**config.mk**
```make
export PLATFORM = sky130hd
export DESIGN_NAME = top_k_score_selector
export DESIGN_NICKNAME = d
export VERILOG_FILES = /design/src/hdl/tks_pkg.sv /design/src/hdl/tks_cell.sv /design/src/hdl/top_k_score_selector.sv
export SDC_FILE = /design/constraint.sdc
export NUM_CORES = 1
export LEC_CHECK = 0
export ABC_AREA = 0
export BUFFER_PORTS_ARGS = -buffer_cell sky130_fd_sc_hd__buf_2
export CELL_PAD_IN_SITES_DETAIL_PLACEMENT = 1
export CELL_PAD_IN_SITES_GLOBAL_PLACEMENT = 1
export CORE_UTILIZATION = 45
export CTS_CLUSTER_DIAMETER = 120
export CTS_CLUSTER_SIZE = 8
export DETAILED_ROUTE_END_ITERATION = 12
export GPL_ROUTABILITY_DRIVEN = 0
export PLACE_DENSITY = 0.77
export SETUP_SLACK_MARGIN = 0.15
export SLEW_MARGIN = 5
export SYNTH_ARGS = -nofsm -noshare
export SYNTH_HDL_FRONTEND = slang
export SYNTH_SLANG_ARGS = --single-unit
```
**constraint.sdc**
```tcl
create_clock -name clk -period 12.45 [get_ports clk]
set_input_delay 1.245 -clock clk [delete_from_list [all_inputs] [get_ports clk]]
set_output_delay 1.245 -clock clk [all_outputs]
set_load 0.005 [all_outputs]
```
**src/hdl/tks_pkg.sv**
```systemverilog
// Shared types and constants for the top-k score selector.
// Holds the word types of both channels and the control word that drives each cell.
// No dependencies; every other file imports this package.
`default_nettype none

package tks_pkg;

  // Fixed field widths of the channel words.
  localparam int unsigned SCORE_W    = 16;
  localparam int unsigned OUT_IDX_W  = 10;
  localparam int unsigned RANK_W     = 3;
  localparam int unsigned CFG_W      = 4;

  // At most this many entries are reported for one image.
  localparam int unsigned RESULT_CAP = 8;
  localparam int unsigned REM_W      = $clog2(RESULT_CAP + 1);

  // Reset value of the top_count register.
  localparam logic [CFG_W-1:0] TOP_COUNT_RST = 4'd5;

  // Input word: one class score.
  typedef struct packed {
    logic signed [SCORE_W-1:0] score;
    logic                      last_score;
  } in_word_t;

  // Result word: one reported entry.
  typedef struct packed {
    logic [OUT_IDX_W-1:0]      class_index;
    logic signed [SCORE_W-1:0] class_score;
    logic [RANK_W-1:0]         rank;
    logic                      last_result;
  } out_word_t;

  // Control word broadcast to every cell of the chain.
  typedef struct packed {
    logic ins;    // insert the incoming score into the sorted list
    logic clr;    // empty the sorted list after this cycle
    logic load;   // copy the updated list into the report slots
    logic shift;  // move the report slots one place toward the output
  } cell_ctrl_t;

endpackage

`default_nettype wire

```
**src/hdl/tks_cell.sv**
```systemverilog
// One cell of the sorted chain: a kept entry plus one report slot.
// Depends on tks_pkg for the control word and field widths.
`default_nettype none

module tks_cell
  import tks_pkg::*;
#(
  parameter int unsigned IDX_W = 10
) (
  input  wire                       clk,
  input  wire                       rst_n,
  input  wire cell_ctrl_t           ctrl,
  input  wire signed [SCORE_W-1:0]  new_score,
  input  wire        [IDX_W-1:0]    new_index,
  input  wire                       prev_valid,
  input  wire signed [SCORE_W-1:0]  prev_score,
  input  wire        [IDX_W-1:0]    prev_index,
  input  wire                       prev_beat,
  input  wire signed [SCORE_W-1:0]  drain_in_score,
  input  wire        [IDX_W-1:0]    drain_in_index,
  output logic                      beat,
  output logic                      valid_o,
  output logic signed [SCORE_W-1:0] score_o,
  output logic        [IDX_W-1:0]   index_o,
  output logic signed [SCORE_W-1:0] drain_score,
  output logic        [IDX_W-1:0]   drain_index
);

  logic                      valid_r, valid_nxt;
  logic signed [SCORE_W-1:0] score_r, score_nxt;
  logic        [IDX_W-1:0]   index_r, index_nxt;
  logic signed [SCORE_W-1:0] dscore_r, dscore_nxt;
  logic        [IDX_W-1:0]   dindex_r, dindex_nxt;

  // The new score beats this entry if the slot is empty or the score is
  // strictly higher, so equal scores keep the earlier index in front.
  assign beat = !valid_r || (new_score > score_r);

  // Insertion: the first beaten cell takes the new score, every beaten cell
  // behind it takes its left neighbor's entry.
  always_comb begin
    valid_nxt = valid_r;
    score_nxt = score_r;
    index_nxt = index_r;
    if (ctrl.ins && beat) begin
      if (prev_beat) begin
        valid_nxt = prev_valid;
        score_nxt = prev_score;
        index_nxt = prev_index;
      end else begin
        valid_nxt = 1'b1;
        score_nxt = new_score;
        index_nxt = new_index;
      end
    end
  end

  // Report slot: loads the updated entry at the end of an image, then
  // shifts toward the output as words are taken.
  always_comb begin
    dscore_nxt = dscore_r;
    dindex_nxt = dindex_r;
    if (ctrl.load) begin
      dscore_nxt = score_nxt;
      dindex_nxt = index_nxt;
    end else if (ctrl.shift) begin
      dscore_nxt = drain_in_score;
      dindex_nxt = drain_in_index;
    end
  end

  // Occupancy flag.
  always_ff @(posedge clk) begin
    if (!rst_n) begin
      valid_r <= 1'b0;
    end else if (ctrl.clr) begin
      valid_r <= 1'b0;
    end else begin
      valid_r <= valid_nxt;
    end
  end

  // Payload registers.
  always_ff @(posedge clk) begin
    score_r  <= score_nxt;
    index_r  <= index_nxt;
    dscore_r <= dscore_nxt;
    dindex_r <= dindex_nxt;
  end

  assign valid_o     = valid_r;
  assign score_o     = score_r;
  assign index_o     = index_r;
  assign drain_score = dscore_r;
  assign drain_index = dindex_r;

endmodule

`default_nettype wire

```
**src/hdl/top_k_score_selector.sv**
```systemverilog
// Top level of the top-k score selector: chain of tks_cell, counters and ports.
// Depends on tks_pkg and tks_cell.
`default_nettype none

// Streaming top-k selector. Class scores enter one word per cycle; each word
// is inserted into a chain of TOP_MAX cells that keeps the best scores sorted,
// ties going to the earlier class. When the word marked last_score is taken,
// the updated list is copied into the report slots of the same cells and the
// list is cleared, so the next image streams in at once. The report comes
// out one word per cycle while out_ready is high, best first, with the final word
// flagged: min(top_count clamped to 1..LIM, entries kept) words. A last_score
// word waits (in_ready low) only while the previous image's report has more
// than one word to go, or one not taken. Scores past MAX_CLASSES in one image
// are dropped; top_count may only be written while the block is idle.
module top_k_score_selector
  import tks_pkg::*;
#(
  parameter int unsigned TOP_MAX     = 8,
  parameter int unsigned MAX_CLASSES = 1024
) (
  input  wire               clk,
  input  wire               rst_n,
  input  wire               in_valid,
  output logic              in_ready,
  input  wire in_word_t     in_data,
  output logic              out_valid,
  input  wire               out_ready,
  output out_word_t         out_data,
  input  wire               cfg_we,
  input  wire [CFG_W-1:0]   cfg_data
);

  localparam int unsigned IDX_W = $clog2(MAX_CLASSES);
  localparam int unsigned POS_W = $clog2(MAX_CLASSES + 1);
  localparam int unsigned CNT_W = $clog2(TOP_MAX + 1);
  localparam int unsigned CMP_W = (CNT_W > CFG_W) ? CNT_W : CFG_W;
  localparam int unsigned LIM   = (TOP_MAX < RESULT_CAP) ? TOP_MAX : RESULT_CAP;

  logic [CFG_W-1:0]  top_count_r;
  logic [POS_W-1:0]  position_r, position_nxt;
  logic [CNT_W-1:0]  filled_r, filled_nxt;
  logic [REM_W-1:0]  remaining_r, remaining_nxt;
  logic [RANK_W-1:0] rank_r, rank_nxt;

  logic       in_acc, out_acc, pos_ok, drain_free;
  cell_ctrl_t ctrl;

  logic [CMP_W-1:0] tc_w, want_w, filled_w, n_w;

  // Chain wiring: element i carries cell i's outputs.
  logic                      beat_v  [TOP_MAX];
  logic                      valid_v [TOP_MAX];
  logic signed [SCORE_W-1:0] score_v [TOP_MAX];
  logic        [IDX_W-1:0]   index_v [TOP_MAX];
  logic signed [SCORE_W-1:0] dscore_v[TOP_MAX];
  logic        [IDX_W-1:0]   dindex_v[TOP_MAX];
  logic        [TOP_MAX-1:0] valid_vec;

  // Handshake: a last word needs the report slots free by the next edge.
  assign drain_free = (remaining_r == '0) ||
                      ((remaining_r == REM_W'(1)) && out_ready);
  assign in_ready   = !in_data.last_score || drain_free;
  assign in_acc     = in_valid && in_ready;
  assign out_acc    = out_valid && out_ready;
  assign pos_ok     = position_r < POS_W'(MAX_CLASSES);

  assign ctrl.ins   = in_acc && pos_ok;
  assign ctrl.clr   = in_acc && in_data.last_score;
  assign ctrl.load  = in_acc && in_data.last_score;
  assign ctrl.shift = out_acc;

  // The cell chain.
  for (genvar i = 0; i < TOP_MAX; i++) begin : g_cell
    logic                      pv, pb;
    logic signed [SCORE_W-1:0] ps, ds;
    logic        [IDX_W-1:0]   pi, di;

    if (i == 0) begin : g_head
      assign pv = 1'b0;
      assign ps = '0;
      assign pi = '0;
      assign pb = 1'b0;
    end else begin : g_body
      assign pv = valid_v[i-1];
      assign ps = score_v[i-1];
      assign pi = index_v[i-1];
      assign pb = beat_v[i-1];
    end

    if (i == TOP_MAX - 1) begin : g_tail
      assign ds = '0;
      assign di = '0;
    end else begin : g_mid
      assign ds = dscore_v[i+1];
      assign di = dindex_v[i+1];
    end

    tks_cell #(
      .IDX_W(IDX_W)
    ) u_cell (
      .clk           (clk),
      .rst_n         (rst_n),
      .ctrl          (ctrl),
      .new_score     (in_data.score),
      .new_index     (position_r[IDX_W-1:0]),
      .prev_valid    (pv),
      .prev_score    (ps),
      .prev_index    (pi),
      .prev_beat     (pb),
      .drain_in_score(ds),
      .drain_in_index(di),
      .beat          (beat_v[i]),
      .valid_o       (valid_v[i]),
      .score_o       (score_v[i]),
      .index_o       (index_v[i]),
      .drain_score   (dscore_v[i]),
      .drain_index   (dindex_v[i])
    );

    assign valid_vec[i] = valid_v[i];
  end

  // Entry count and class position of the image in progress.
  always_comb begin
    filled_nxt   = filled_r;
    position_nxt = position_r;
    if (ctrl.ins) begin
      position_nxt = position_r + POS_W'(1);
      if (filled_r != CNT_W'(TOP_MAX)) begin
        filled_nxt = filled_r + CNT_W'(1);
      end
    end
  end

  // Number of words to report: top_count clamped, then limited by entries.
  always_comb begin
    tc_w     = CMP_W'(top_count_r);
    filled_w = CMP_W'(filled_nxt);
    if (tc_w == '0) begin
      want_w = CMP_W'(1);
    end else if (tc_w > CMP_W'(LIM)) begin
      want_w = CMP_W'(LIM);
    end else begin
      want_w = tc_w;
    end
    n_w = (filled_w < want_w) ? filled_w : want_w;
  end

  // Report counters.
  always_comb begin
    remaining_nxt = remaining_r;
    rank_nxt      = rank_r;
    if (ctrl.load) begin
      remaining_nxt = REM_W'(n_w);
      rank_nxt      = '0;
    end else if (out_acc) begin
      remaining_nxt = remaining_r - REM_W'(1);
      rank_nxt      = rank_r + RANK_W'(1);
    end
  end

  // Control registers.
  always_ff @(posedge clk) begin
    if (!rst_n) begin
      top_count_r <= TOP_COUNT_RST;
      position_r  <= '0;
      filled_r    <= '0;
      remaining_r <= '0;
      rank_r      <= '0;
    end else begin
      if (cfg_we) begin
        top_count_r <= cfg_data;
      end
      if (ctrl.clr) begin
        position_r <= '0;
        filled_r   <= '0;
      end else begin
        position_r <= position_nxt;
        filled_r   <= filled_nxt;
      end
      remaining_r <= remaining_nxt;
      rank_r      <= rank_nxt;
    end
  end

  // Result word straight from the head report slot.
  assign out_valid            = remaining_r != '0;
  assign out_data.class_index = OUT_IDX_W'(dindex_v[0]);
  assign out_data.class_score = dscore_v[0];
  assign out_data.rank        = rank_r;
  assign out_data.last_result = remaining_r == REM_W'(1);

  // The kept entries always form a prefix; their count must equal filled_r.
  a_filled_matches: assert property (@(posedge clk) disable iff (!rst_n)
    CNT_W'($countones(valid_vec)) == filled_r)
    else $error("entry count disagrees with occupied cells");

  // A taken last score starts a report at rank zero.
  a_report_starts: assert property (@(posedge clk) disable iff (!rst_n)
    (in_acc && in_data.last_score) |=> (out_valid && out_data.rank == '0))
    else $error("report did not start after last score");

  // After the final word, the channel is empty or a fresh report begins.
  a_report_ends: assert property (@(posedge clk) disable iff (!rst_n)
    (out_acc && out_data.last_result) |=> (!out_valid || out_data.rank == '0))
    else $error("report continued past its final word");

  // The count of pending words never exceeds the reporting limit.
  a_remaining_cap: assert property (@(posedge clk) disable iff (!rst_n)
    remaining_r <= REM_W'(LIM))
    else $error("pending word count out of range");

endmodule

`default_nettype wire
```
## Word level (Yosys, flattened, before mapping)

Cells that the tools add are included.

| storage, ports and cells | value |
|---|---|
| register bits after elaboration | 450 |
| bits of input ports | 26 |
| output and inout port bits | 32 |
| logic and storage cells | 176 |

| operators by class | value |
|---|---|
| $add $sub $neg | 4 |
| $lt $le $gt $ge | 11 |
| equality and inequality tests | 2 |
| mux-type cells | 76 |
| bitwise logic cells | 1 |
| reductions and logical operators | 37 |

Operators by type and width:

| operator | number |
|---|---|
| 16-bit 2-to-1 mux | 31 |
| 10-bit 2-to-1 mux | 31 |
| 16-bit greater-than comparator | 8 |
| 4-bit 2-to-1 mux | 7 |
| 1-bit logical AND | 13 |
| 11-bit by 1-bit adder with 11-bit output (second input constant) | 1 |
| 11-bit less-than comparator (second input constant) | 1 |
| 1-bit logical OR | 10 |
| 1-bit zero test | 9 |
| 4-bit zero test | 2 |
| 1-bit 2-to-1 mux | 7 |
| 4-bit by 1-bit adder with 4-bit output (second input constant) | 1 |
| 4-bit by 1-bit == test with 1-bit output (second input constant) | 1 |
| 4-bit greater-than comparator (second input constant) | 1 |
| 4-bit less-than comparator | 1 |
| 4-bit != test (second input constant) | 1 |
| 4-bit nonzero test | 1 |
| 4-bit by 1-bit subtractor with 4-bit output (second input constant) | 1 |
| 3-bit by 1-bit adder with 3-bit output (second input constant) | 1 |
| 2-bit nonzero test | 1 |
| 2-bit OR reduction | 1 |
| 1-bit inverter | 1 |

## Logic depth before layout (Yosys ltp)

| logic depth | value |
|---|---|
| depth after elaboration | 10 |
| depth in mapped cells | 15 |
| depth with buffers taken out | 14 |

## Cells and area by module

From an unflattened synthesis, not the netlist that was laid out.

| unflattened totals | value |
|---|---|
| cells, all modules | 2745 |
| area, all modules | 27898.0 um2 |

By module, submodules not included:

| module | instances | cells each | area each (um2) | seq. area each (um2) |
|---|---|---|---|---|
| tks_cell (g_cell[0].u_cell ...) | 7 | 323 | 3338.2 | 1321.3 |
| tks_cell (g_cell[7].u_cell) | 1 | 316 | 3110.5 | 1321.3 |
| top_k_score_selector | 1 | 168 | 1420.1 | 520.5 |

## Least setup slack after synthesis

OpenSTA, ideal clock, no wires.

| path | value |
|---|---|
| path kind | input to register |
| start point | input port out_ready |
| end point | register g_cell[0].u_cell.dindex_r[0], enable pin |
| library setup time | 1.640 ns |
| arrival | 5.805 ns |
| data required time | 10.810 ns |
| path slack | 5.006 ns |
| stages on the path | 6 |
| path buffers | 2 |
| cells stage by stage | a21oi_1 -> o31ai_4 -> nand3_1 -> clkbuf_1 -> buf_1 -> nand2_1 |

| on the way | value |
|---|---|
| longest elaborated chain between the ends | 6 |
| elaborated cells on any way between the ends | 7 |
| those cells by class | 7 x reduce/logical |

RTL lines:

| what | line | RTL |
|---|---|---|
| from (decl) | top_k_score_selector.sv:27 | `input wire out_ready,` |
| 1-bit logical AND | top_k_score_selector.sv:61 | `((remaining_r == REM_W'(1)) && out_ready);` |
| 1-bit logical OR | top_k_score_selector.sv:60 | `assign drain_free = (remaining_r == '0) \|\|` |
| 1-bit logical OR | top_k_score_selector.sv:62 | `assign in_ready = !in_data.last_score \|\| drain_free;` |
| named net in_ready | top_k_score_selector.sv:24 | `output logic in_ready,` |
| 1-bit logical AND | top_k_score_selector.sv:63 | `assign in_acc = in_valid && in_ready;` |
| 1-bit logical AND | top_k_score_selector.sv:69 | `assign ctrl.load = in_acc && in_data.last_score;` |
| 2-bit nonzero test (no source line) | - |  |
| to (signal assigned) | tks_cell.sv:88 | `dindex_r <= dindex_nxt;` |
| to (decl) | tks_cell.sv:33 | `logic [IDX_W-1:0] dindex_r, dindex_nxt;` |

The timed path passes the listed nets, and every way through them passes these cells.
A chain may end at the register's enable or synchronous reset.

## Worst setup path in the final report

| path | value |
|---|---|
| start point | input port in_data[16] (netlist name) |
| end point | register g_cell[0].u_cell.dindex_r[5], data pin |

| on the way | value |
|---|---|
| longest elaborated chain between the ends | 5 |

RTL lines:

| what | line | RTL |
|---|---|---|
| from (decl) | top_k_score_selector.sv:25 | `input wire in_word_t in_data,` |
| 16-bit greater-than comparator | tks_cell.sv:37 | `assign beat = !valid_r \|\| (new_score > score_r);` |
| 1-bit logical OR | tks_cell.sv:37 |  |
| 1-bit logical AND | tks_cell.sv:45 | `if (ctrl.ins && beat) begin` |
| 10-bit 2-to-1 mux | tks_cell.sv:45 |  |
| named net g_cell[0].u_cell.index_nxt[5] | tks_cell.sv:31 | `logic [IDX_W-1:0] index_r, index_nxt;` |
| 10-bit 2-to-1 mux | tks_cell.sv:63 | `if (ctrl.load) begin` |
| named net g_cell[0].u_cell.dindex_nxt[5] | tks_cell.sv:33 |  |

The timed path passes the listed nets, and every way through them passes these cells.

==> flow_metrics.env <==
export IMPL_drv_slew=0
export IMPL_drive_above_1_share_pct=11.7
export IMPL_required_ns=12.79
export IMPL_drt_iter0_markers=1141
export IMPL_cts_resized=0
export IMPL_cts_buffer_depth=3
export IMPL_global_route_usage_total_pct=25.8
export IMPL_critPathMaxStageDelay_ns=1.24
export IMPL_grt_start_max_net_pins=109
export IMPL_syn_avg_cell_area_sq_um=9.14
export IMPL_placed_area_sq_um=26700
export IMPL_fin_skew_ns=0.0190
export IMPL_htreeDepth=3
export IMPL_report_final_setup_viol=0
export IMPL_utilization_pct=50.4
export IMPL_place_ws_ns=6.33
export IMPL_first_pass_iters=5
export IMPL_wl_per_cell_um=21.6
export IMPL_syn_num_nets=3008
export IMPL_fillerInstances=6374
export IMPL_fin_area_sq_um=28600
export IMPL_finalWorstSetupSlack_ns=6.87
export IMPL_path_buf_inv=4
export IMPL_root_buffer="clkbuf_16"
export IMPL_p_per_area_nw_per_um2=262
export IMPL_worstSkewPairLatency_ns=0.60
export IMPL_fin_nets=2922
export IMPL_dp_final_hpwl_mm=51.0
export IMPL_setup_tns_ns=0
export IMPL_fin_crit_sh_pct=44.8
export IMPL_clkTransAtPathRegs_ns=0.05
export IMPL_cts_tree="done"
export IMPL_clock_sinks=450
export IMPL_crit_fanout=108
export IMPL_antenna_found_initial=0
export IMPL_max_slew_margin_rel_pct=12.3
export IMPL_cts_buffers=66
export IMPL_routed_via_density=6.14
export IMPL_syn_inst=2845
export IMPL_hold_class="flip-flop to flip-flop"
export IMPL_critPathArrivalTime_ns=5.92
export IMPL_final_cells=3559
export IMPL_num_rows=87
export IMPL_p_leak_uw=0.0115
export IMPL_netlist_area_sq_um=26000
export IMPL_routed_via_count=21900
export IMPL_synth_edf_count=208
export IMPL_start_util_pct=45.8
export IMPL_rsz0062_at_grt="false"
export IMPL_io_buffers=57
export IMPL_synth_main_ff_cell="dfxtp_1"
export IMPL_fp_coreArea_sq_um=56700
export IMPL_critPathTopFamily="simple AND/OR/NAND/NOR gates"
export IMPL_maxCapViolCount=0
export IMPL_io_pins=58
export IMPL_overflow=0
export IMPL_grt_pass1_wl_mm=125
export IMPL_critPathKind="input pin to flip-flop"
export IMPL_cts_setup_buffers=0
export IMPL_grt_pass1_vias=23500
export IMPL_status="finished, final reports clean"
export IMPL_ir_worst_vdd_v=0.000115
export IMPL_yosysUniqueCellTypes=76
export IMPL_worstPathCellList="buf_2 > buf_4 > ha_2 > buf_4 > nand4_4 > or4_2 > nand4_1 > a31oi_1 > nor3_4 > buf_4 > mux2_2 > mux2_2"
export IMPL_hold_viol_final=0
export IMPL_ant_nets=0
export IMPL_die_area_sq_um=58700
export IMPL_synthArstFlopShare_pct=0
export IMPL_cp_start_kind="input pin"
export IMPL_fmax_ghz=0.179
export IMPL_dpl_cell_count=3447
export IMPL_n_antenna_cell=0
export IMPL_cpMostUsedCell="buf_4"
export IMPL_seq_area_frac_synth_pct=42.7
export IMPL_totalWireLength_mm=76.9
export IMPL_yosys_warnings=0
export IMPL_crit_slowest_cell="or4_2"
export IMPL_crit_path_end_kind="flip-flop"
export IMPL_fin_crit_ns=5.58
export IMPL_fp_dieH_um=242
export IMPL_worst_pin_slew_ns=1.31
export IMPL_ys_ff_latch=450
export IMPL_area_growth_pct=9.90
export IMPL_ctsHoldBuffers=0
export IMPL_die_x_um=242
export IMPL_drt_drc_violations_left=0
worst reg2reg max path, stage by stage (launching register included):
cell     delay [ns]
dfxtp_1        0.39
inv_1          0.11
ha_1           0.70
inv_2          0.55
a21oi_1        0.42
nor2_4         0.05
buf_4          0.31
and4_1         0.34
o21ai_4        0.11
buf_4          0.48
and2_0         1.09
o21ai_0        0.30
final timing paths:
path,start,endpoint,slack (ns),depth (start not counted)
worst max register to register,g_cell[1].u_cell.score_o[15]$_DFF_P_,g_cell[1].u_cell.score_o[8]$_DFF_P_,7.42,11
worst min register to register,g_cell[7].u_cell.index_o[1]$_DFF_P_,g_cell[7].u_cell.index_o[1]$_DFF_P_,0.49,2
worst max-delay path,in_data[16],g_cell[0].u_cell.drain_index[5]$_DFFE_PP_,6.87,12
worst min-delay path,g_cell[7].u_cell.index_o[1]$_DFF_P_,g_cell[7].u_cell.index_o[1]$_DFF_P_,0.49,2
synthesized netlist by cell type (17+ instances only):
| master | count | area, sq um |
|---|---|---|
| a211oi_1 | 28 | 210 |
| a21oi_1 | 255 | 1280 |
| a32o_1 | 52 | 521 |
| and3_1 | 33 | 206 |
| buf_1 | 17 | 63.8 |
| buf_2 | 40 | 200 |
| clkbuf_1 | 190 | 713 |
| dfxtp_1 | 242 | 4840 |
| edfxtp_1 | 208 | 6250 |
| ha_1 | 137 | 1710 |
| inv_1 | 160 | 601 |
| mux2_2 | 97 | 1090 |
| mux2i_1 | 125 | 1250 |
| nand2_1 | 317 | 1190 |
| nand3_1 | 118 | 591 |
| nand4_1 | 78 | 488 |
| nor2_1 | 197 | 739 |
| nor3_1 | 22 | 110 |
| o2111ai_1 | 53 | 464 |
| o211ai_1 | 166 | 1250 |
| o21ai_0 | 63 | 315 |
| o221ai_1 | 26 | 228 |
| o22ai_1 | 53 | 332 |
| or2_2 | 27 | 169 |
area by class of cell:
cell class | count | area, sq um | share of cell area, %
clock buffer | 106 | 1820 | 6.38
multi-input combinational | 1978 | 13400 | 46.9
sequential | 450 | 11100 | 38.8
tap | 756 | 946 | 3.31
timing repair buffer | 102 | 636 | 2.22
clock inverter | 6 | 78.8 | 0.276
inverter | 161 | 604 | 2.11
registers in the layout, summed over array words and instances (netlist names):
signal                     cells
rank_r                         3
tc_w                           4
g_cell.u_cell.drain_score    128
g_cell.u_cell.drain_index     80
g_cell.u_cell.index_o         80
remaining_r                    4
filled_r                       4
position_r                    11
g_cell.u_cell.valid_o          8
g_cell.u_cell.score_o        128
power breakdown:
| group | internal, uW | switching (uW) |
|---|---|---|
| registers | 2400 | 398 |
| logic | 1080 | 1930 |
| clock network | 1000 | 681 |
| total | 4480 | 3010 |
placed cells by master, fill, tap and decap left out, types with 4 or more instances in the layout:
| cell type | count |
|---|---|
| o21ai_1 | 9 |
| xor2_1 | 10 |
| o211ai_1 | 166 |
| and3_1 | 32 |
| xnor2_1 | 6 |
| o221ai_1 | 26 |
| a32o_1 | 52 |
| nor2b_1 | 15 |
| o21a_1 | 5 |
| mux2i_1 | 125 |
| a211oi_1 | 28 |
| nand2b_1 | 4 |
| o21ai_0 | 62 |
| mux2_2 | 97 |
| a2111o_1 | 4 |
| clkbuf_16 | 67 |
| nand3_1 | 117 |
| o22ai_1 | 53 |
| nor3_1 | 22 |
| a21oi_1 | 254 |
| nand4_1 | 78 |
| clkbuf_1 | 39 |
| edfxtp_1 | 208 |
| nand2_1 | 315 |
| a21o_1 | 12 |
| ha_1 | 136 |
| and4_1 | 7 |
| a31oi_1 | 4 |
| o2111ai_1 | 53 |
| inv_1 | 160 |
| buf_4 | 44 |
| nor2_1 | 196 |
| buf_2 | 57 |
| dfxtp_1 | 240 |
| or2_2 | 27 |
per-stage QoR:
step	total power (uW)	hold slack, ns
finish	7490	0.492
global route	7980	0.523
CTS	7510	0.499
detailed placement	5780	0.486
global placement	5520	0.459
floorplan	4910	0.436
layer usage:
layer / vias up / part of all wire, % / global-route usage, %
met4: 0 / 2.2 / 9.03
met1: 11000 / 45 / 32.8
met2: 450 / 50 / 45.0
met5: - / 0 / 0
li1: 10300 / - / -
met3: 116 / 3.2 / 3.00
logic make-up after synthesis:
kind of cell / after synthesis / share of synthesized area (%)
compound gates: 758 / 19.7
xor+xnor: 16 / 0.539
buf+inv: 417 / 6.41
mux: 225 / 9.16
fa+ha+maj: 137 / 6.59
flops: 450 / 42.7
simple gates: 842 / 14.9
Power figures use the tool's default switching activity.
